**config.mk**
```make
export PLATFORM = sky130hd
export DESIGN_NAME = stx_etx_escaped_deframer_flat
export DESIGN_NICKNAME = d
export VERILOG_FILES = /design/src/rtl/core/sed_pkg.sv /design/src/rtl/core/sed_if.sv /design/src/rtl/core/stx_etx_escaped_deframer.sv /design/src/flat_wrapper.sv
export SDC_FILE = /design/constraint.sdc
export NUM_CORES = 1
export LEC_CHECK = 0
export ABC_CLOCK_PERIOD_IN_PS = 3500
export BUFFER_PORTS_ARGS = -buffer_cell sky130_fd_sc_hd__buf_2
export CORE_MARGIN = 4
export CORE_UTILIZATION = 46
export CTS_CLUSTER_DIAMETER = 100
export DETAILED_ROUTE_END_ITERATION = 8
export PLACE_DENSITY_LB_ADDON = 0.12
export SYNTH_ARGS = -nofsm -noshare
export SYNTH_HDL_FRONTEND = slang
export SYNTH_SLANG_ARGS = --single-unit
```
**constraint.sdc**
```tcl
create_clock -name clk -period 3.5 [get_ports clk]
set_input_delay 0.7 -clock clk [delete_from_list [all_inputs] [get_ports clk]]
set_output_delay 0.7 -clock clk [all_outputs]
set_load 0.05 [all_outputs]
```
**src/rtl/core/sed_pkg.sv**
```systemverilog
// Package for the STX/ETX escaped deframer.
// Holds the result kind codes, the register indexes and the frame size limit.
// No dependencies; compile this file first.
`timescale 1ns / 1ps

package sed_pkg;

	localparam int unsigned ByteW  = 8;
	localparam int unsigned LenW   = 13;
	localparam int unsigned KindW  = 3;
	localparam int unsigned CfgIdxW = 2;

	// Largest number of payload bytes that one frame may carry.
	localparam logic [LenW-1:0] MaxPayload = 13'd4096;

	// Reset values of the delimiter registers.
	localparam logic [ByteW-1:0] StartReset  = 8'h02;
	localparam logic [ByteW-1:0] EndReset    = 8'h03;
	localparam logic [ByteW-1:0] EscapeReset = 8'h10;

	// Code carried in the kind field of a result beat.
	typedef enum logic [KindW-1:0] {
		KIND_PAYLOAD  = 3'd0,
		KIND_END      = 3'd1,
		KIND_ABORT    = 3'd2,
		KIND_ESC_ERR  = 3'd3,
		KIND_OVERFLOW = 3'd4
	} kind_t;

	// Configuration register indexes.
	typedef enum logic [CfgIdxW-1:0] {
		REG_START  = 2'd0,
		REG_END    = 2'd1,
		REG_ESCAPE = 2'd2
	} cfg_idx_t;

	// One result beat as held in the output register.
	typedef struct packed {
		logic [ByteW-1:0] payload_byte;
		kind_t            kind;
		logic [LenW-1:0]  frame_length;
	} result_t;

endpackage

```
**src/rtl/core/sed_if.sv**
```systemverilog
// Valid/ready channel interfaces of the deframer: received bytes in, results out.
// Depends on sed_pkg for the field widths.
`timescale 1ns / 1ps

interface sed_in_if
	import sed_pkg::*;
();
	logic             valid;
	logic             ready;
	logic [ByteW-1:0] rx_byte;

	modport source (output valid, output rx_byte, input ready);
	modport sink   (input valid, input rx_byte, output ready);
endinterface

interface sed_out_if
	import sed_pkg::*;
();
	logic             valid;
	logic             ready;
	logic [ByteW-1:0] payload_byte;
	logic [KindW-1:0] kind;
	logic [LenW-1:0]  frame_length;

	modport source (output valid, output payload_byte, output kind, output frame_length,
		input ready);
	modport sink   (input valid, input payload_byte, input kind, input frame_length,
		output ready);
endinterface

```
**src/rtl/core/stx_etx_escaped_deframer.sv**
```systemverilog
// STX/ETX byte-stuffing deframer with escape handling, size limit and error reporting.
// Depends on sed_pkg and the channel interfaces in sed_if.sv.
//
// The deframer takes one received byte per beat on rx and gives at most one result beat
// on res per byte. While hunting it drops bytes until the start byte. Inside a frame a
// start byte aborts (kind 2), the end byte closes the frame (kind 1, or kind 3 when it
// follows a dangling escape), the escape byte makes the next byte come out complemented,
// and other bytes come out as payload (kind 0) with the running length. A payload byte
// beyond the frame limit aborts the frame as overflow (kind 4). The block accepts one
// byte every cycle unless the output register stalls: a byte passes an input register,
// the compare logic and an output register, which presents its result beat.
// Only a stalled output register holds up the input. The delimiter registers must be
// written while no byte is in flight.
`timescale 1ns / 1ps

module stx_etx_escaped_deframer
	import sed_pkg::*;
(
	input  logic                clk,
	input  logic                arst_n,
	input  logic                cfg_we,
	input  logic [CfgIdxW-1:0]  cfg_index,
	input  logic [ByteW-1:0]    cfg_data,
	sed_in_if.sink              rx,
	sed_out_if.source           res
);

	logic [ByteW-1:0] start_byte_q;
	logic [ByteW-1:0] end_byte_q;
	logic [ByteW-1:0] escape_byte_q;

	logic             in_frame_q;
	logic             escape_pending_q;
	logic [LenW-1:0]  payload_count_q;

	logic             valid_s1;
	logic [ByteW-1:0] byte_s1;

	logic             out_valid_q;
	result_t          out_q;

	logic             advance;
	logic             has_result;
	result_t          result;
	logic             in_frame_d;
	logic             escape_pending_d;
	logic [LenW-1:0]  payload_count_d;
	logic [LenW-1:0]  count_inc;
	logic [ByteW-1:0] data_byte;

	// Configuration writes; an index past the list is ignored.
	always_ff @(posedge clk or negedge arst_n) begin
		if (!arst_n) begin
			start_byte_q  <= StartReset;
			end_byte_q    <= EndReset;
			escape_byte_q <= EscapeReset;
		end else if (cfg_we) begin
			unique case (cfg_idx_t'(cfg_index))
				REG_START:  start_byte_q  <= cfg_data;
				REG_END:    end_byte_q    <= cfg_data;
				REG_ESCAPE: escape_byte_q <= cfg_data;
				default: ;
			endcase
		end
	end

	// The held byte moves on when the output register is free or being emptied.
	assign advance  = valid_s1 && (!out_valid_q || res.ready);
	assign rx.ready = !valid_s1 || advance;

	// Input register.
	always_ff @(posedge clk or negedge arst_n) begin
		if (!arst_n) begin
			valid_s1 <= 1'b0;
		end else if (rx.ready) begin
			valid_s1 <= rx.valid;
		end
	end

	always_ff @(posedge clk) begin
		if (rx.valid && rx.ready) begin
			byte_s1 <= rx.rx_byte;
		end
	end

	assign count_inc = payload_count_q + LenW'(1);
	assign data_byte = escape_pending_q ? ~byte_s1 : byte_s1;

	// Byte classification and frame state update; start wins over end, end over escape.
	always_comb begin
		has_result          = 1'b0;
		result.payload_byte = '0;
		result.kind         = KIND_PAYLOAD;
		result.frame_length = payload_count_q;
		in_frame_d          = in_frame_q;
		escape_pending_d    = escape_pending_q;
		payload_count_d     = payload_count_q;

		if (!in_frame_q) begin
			if (byte_s1 == start_byte_q) begin
				in_frame_d       = 1'b1;
				escape_pending_d = 1'b0;
				payload_count_d  = '0;
			end
		end else if (byte_s1 == start_byte_q) begin
			has_result  = 1'b1;
			result.kind = KIND_ABORT;
			in_frame_d       = 1'b0;
			escape_pending_d = 1'b0;
			payload_count_d  = '0;
		end else if (byte_s1 == end_byte_q) begin
			has_result  = 1'b1;
			result.kind = escape_pending_q ? KIND_ESC_ERR : KIND_END;
			in_frame_d       = 1'b0;
			escape_pending_d = 1'b0;
			payload_count_d  = '0;
		end else if (!escape_pending_q && byte_s1 == escape_byte_q) begin
			escape_pending_d = 1'b1;
		end else if (payload_count_q >= MaxPayload) begin
			has_result  = 1'b1;
			result.kind = KIND_OVERFLOW;
			in_frame_d       = 1'b0;
			escape_pending_d = 1'b0;
			payload_count_d  = '0;
		end else begin
			has_result          = 1'b1;
			result.payload_byte = data_byte;
			result.frame_length = count_inc;
			escape_pending_d    = 1'b0;
			payload_count_d     = count_inc;
		end
	end

	// Frame state advances once per byte that leaves the input register.
	always_ff @(posedge clk or negedge arst_n) begin
		if (!arst_n) begin
			in_frame_q       <= 1'b0;
			escape_pending_q <= 1'b0;
			payload_count_q  <= '0;
		end else if (advance) begin
			in_frame_q       <= in_frame_d;
			escape_pending_q <= escape_pending_d;
			payload_count_q  <= payload_count_d;
		end
	end

	// Output register; a beat stays until the sink takes it.
	always_ff @(posedge clk or negedge arst_n) begin
		if (!arst_n) begin
			out_valid_q <= 1'b0;
		end else if (advance) begin
			out_valid_q <= has_result;
		end else if (res.ready) begin
			out_valid_q <= 1'b0;
		end
	end

	always_ff @(posedge clk) begin
		if (advance && has_result) begin
			out_q <= result;
		end
	end

	assign res.valid        = out_valid_q;
	assign res.payload_byte = out_q.payload_byte;
	assign res.kind         = KindW'(out_q.kind);
	assign res.frame_length = out_q.frame_length;

endmodule
```
**src/flat_wrapper.sv**
```systemverilog
// flat-port wrapper written by rule: the top's interface ports become plain ports
module stx_etx_escaped_deframer_flat import sed_pkg::*;
  (clk, arst_n, cfg_we, cfg_index, cfg_data, rx_valid, rx_rx_byte, rx_ready, res_valid, res_payload_byte, res_kind, res_frame_length, res_ready);
  sed_in_if rx_i ();
  sed_out_if res_i ();
  input  logic clk;
  input  logic arst_n;
  input  logic cfg_we;
  input  logic [CfgIdxW-1:0] cfg_index;
  input  logic [ByteW-1:0] cfg_data;
  input wire logic [$bits(rx_i.valid)-1:0] rx_valid;
  input wire logic [$bits(rx_i.rx_byte)-1:0] rx_rx_byte;
  output wire logic [$bits(rx_i.ready)-1:0] rx_ready;
  output wire logic [$bits(res_i.valid)-1:0] res_valid;
  output wire logic [$bits(res_i.payload_byte)-1:0] res_payload_byte;
  output wire logic [$bits(res_i.kind)-1:0] res_kind;
  output wire logic [$bits(res_i.frame_length)-1:0] res_frame_length;
  input wire logic [$bits(res_i.ready)-1:0] res_ready;
  assign rx_i.valid = rx_valid;
  assign rx_i.rx_byte = rx_rx_byte;
  assign rx_ready = rx_i.ready;
  assign res_valid = res_i.valid;
  assign res_payload_byte = res_i.payload_byte;
  assign res_kind = res_i.kind;
  assign res_frame_length = res_i.frame_length;
  assign res_i.ready = res_ready;
  stx_etx_escaped_deframer u_core (.clk(clk), .arst_n(arst_n), .cfg_we(cfg_we), .cfg_index(cfg_index), .cfg_data(cfg_data), .rx(rx_i), .res(res_i));
endmodule
```
==> out/metrics.csv <==
stage,metric,value,unit
status,status,completed,
sta,Worst Tran Pin Value,1.26,ns
drt,DRT iter0 DRCs,108,
clock_network,post-CTS setup buffers,0,
sta,FMAX,319,MHz
synth,Mapped Area,0.00346,mm2
sta,clock skew,0.00767,ns
global_route,initial antenna violation count,0,
run,Max Cap Violations,0,
cells_and_area,most frequent cells in the layout,"48 x buf_2, 37 x dfrtp_1, 32 x edfxtp_1",
global_route,number of global-route vias before repair,2274,
clock_network,clock transition at the registers of the reported paths,0.08,ns
placement,Detailed Place HPWL,5000,um
sta,Total Neg Setup Slack,0,ns
clock_network,root buffer cell,clkbuf_8,
drt,TritonRoute pass-1 iters,6,
placement,GPL Wtd Cong,0.808,
sta,Max Slew Vio Count,0,
sta,# setup viols final,0,
worst_hold_path,worst min path class,primary input to asynchronous set/reset pin,
sta,Tmin final,3.13,ns
placement,dpl cells,415,
cells_and_area,Diodes inserted,0,
sta,Slew HR,15.7,%
clock_network,TritonCTS Buffers,9,
cells_and_area,Fillers,676,
placement,dpl cell area,0.00379,mm2
power_and_ir_drop,VDD IR max,0.263,mV
drt,DRC,0,
clock_network,hold_buf cts,0,
cells_and_area,"commonest non-fill, non-tap cell in the layout",buf_2,
synth,library cells used by synthesis,44,
cells_and_area,area grow syn2layout,15.5,%
synth,synth warn,0,
drt,Vias/cell,5.28,
die,die width,94.7,um
clock_network,CTS tree,built,
die,die outline area,0.00897,mm2
setup_path,Crit path arrival time,3.09,ns
die,die height,94.7,um
global_route,largest net degree at the start of global routing,42,
drt,vias,2274,
clock_network,post-CTS resize count,0,
die,Core Rows,31,
sta,Hold Fails Final Rpt,0,
cells_and_area,share of cells above drive strength 1,31.3,%
synth,Main synth FF type,dfrtp_1,
placement,port bufs,48,
drt,remaining antenna violation count after routing,0,
synth,Syn Inst Count,274,
clock_network,CTS H-tree depth,3,
synth,"flops & latches, synth",73,
die,core footprint,0.00729,mm2
power_and_ir_drop,Lkg Pwr,0.00157,uW
sta,RSZ-0062 raised after global routing,no,
global_route,total grt overflow,0,
power_and_ir_drop,power density cells,612,mW/mm2
synth,Syn Area/Cell,12.6,um2
drt,Avg WL per Cell,16.2,um
cells_and_area,"Cell Count, Final, Fillers Out",431,
setup_path,CP Class,flip-flop to flip-flop,
synth,sequential area share after synthesis,57.6,%
setup_path,Crit Path Max Fanout,24,
setup_path,CP startpoint kind,flip-flop,
die,Starting Density,47.4,%
clock_network,clock sink total,73,
cells_and_area,# nets final,353,
synth,asr flop ratio synth,56.2,%
setup_path,Worst Setup End Kind,flip-flop,
placement,"worst slack, placed",0.362,ns
clock_network,worst skew pair latency,0.35,ns
sta,post-layout worst setup margin,0.367,ns
global_route,GRT Util Overall,17.1,%
die,I/O pin count,49,
synth,Post-synth EDFFs,32,
global_route,first-pass GRT wire length,11500,um
drt,routed wire length,6970,um
cells_and_area,"Non-Filler Cell Area, Final",0.00399,mm2
setup_path,"Req. time, crit path",3.46,ns
clock_network,clock tree buffer depth,2,
sta,"Period Utilization, post-route",89.5,%
synth,Post-Synthesis Net Count,300,
## report_power, final
part | total, uW | internal (uW) | switching [uW]
registers | 1180 | 1070 | 114
logic | 583 | 213 | 371
clock network | 674 | 348 | 327
total | 2440 | 1630 | 811
## worst paths after layout
path	start	endpoint	slack, ns	cells past startpoint
setup / recovery	u_core.byte_s1[6]$_DFFE_PP_	u_core.res.frame_length[6]$_DFFE_PP_	0.37	5
hold / removal	arst_n	u_core.end_byte_q[4]$_DFFE_PN0P_	0.50	1
setup reg to reg	u_core.byte_s1[6]$_DFFE_PP_	u_core.res.frame_length[6]$_DFFE_PP_	0.37	5
hold reg to reg	u_core.escape_byte_q[3]$_DFFE_PN0P_	u_core.escape_byte_q[3]$_DFFE_PN0P_	0.53	1
max in group asynchronous	arst_n	u_core.payload_count_q[7]$_DFFE_PN0P_	2.40	1
min in group clk	rx_rx_byte[4]	u_core.byte_s1[4]$_DFFE_PP_	0.53	1
## logic make-up (layout without fill, tap and decap cells)
group | count (synthesis) | count (layout) | synth area share, %
AOI/OAI and AO/OA | 32 | 32 | 6.59
xor gates and xnor gates | 42 | 42 | 10.6
adders and majority gates | 3 | 3 | 1.09
buffers and inverters | 21 | 79 | 2.93
DFF | 73 | 73 | 57.6
muxes | 26 | 26 | 8.43
and+or+nand+nor | 77 | 77 | 12.7
## cell usage after synthesis (3+ instances only)
master	instances	area (um2)
a211oi_1	5	37.5
and2_1	5	31.3
buf_2	3	15.0
dfrtp_1	37	926
dfstp_2	4	105
edfxtp_1	32	961
ha_1	3	37.5
inv_1	13	48.8
mux2_2	25	282
nand2_1	10	37.5
nand2b_1	3	18.8
nand3_1	9	45.0
nand3b_1	3	22.5
nand4_1	5	31.3
nor2_1	20	75.1
nor4_1	8	50.1
o21ai_0	4	20.0
o22ai_1	7	43.8
o31ai_1	5	37.5
xnor2_1	23	201
xor2_1	19	166
## critical path: stages (launching register included)
cell and delay [ns]:
edfxtp_1 0.48, xor2_1 0.20, nor4_1 0.46, and2_1 0.44
nor3_4 0.16, nor2_2 1.00
## metal layers
layer  track usage, %  routed length (um)
met1             24.5                3450
met2             25.3                3110
met3             3.82                 308
met4             6.49                  97
met5                0                   0
## registers in the layout (all words and copies together) (netlist names)
| signal | cells |
|---|---|
| u_core.in_frame_q | 1 |
| u_core.end_byte_q | 8 |
| u_core.byte_s1 | 8 |
| u_core.res.valid | 1 |
| u_core.res.payload_byte | 8 |
| u_core.escape_byte_q | 8 |
| u_core.res.kind | 3 |
| u_core.payload_count_q | 13 |
| u_core.valid_s1 | 1 |
| u_core.escape_pending_q | 1 |
| u_core.start_byte_q | 8 |
| u_core.res.frame_length | 13 |
## final cells by class
cell class,instances,area [um2],area share [%]
Clock buffer,12,178,4.45
Multi-Input combinational cell,180,1370,34.2
Tap cell,99,124,3.10
Clock inverter,4,30.0,0.752
Inverter,13,48.8,1.22
Sequential cell,73,1990,49.9
Timing Repair Buffer,50,255,6.39
## through the flow
stage	utilization, %	hold slack, ns	total power, uW
after CTS	54.8	0.506	2460
after floorplan	-	0.404	1620
final	54.8	0.498	2440
after global routing	54.8	0.502	2580
after detailed placement	51.9	0.519	1790
after global placement	51.9	0.520	1780
Note: power is estimated with default switching activity, not from simulation.
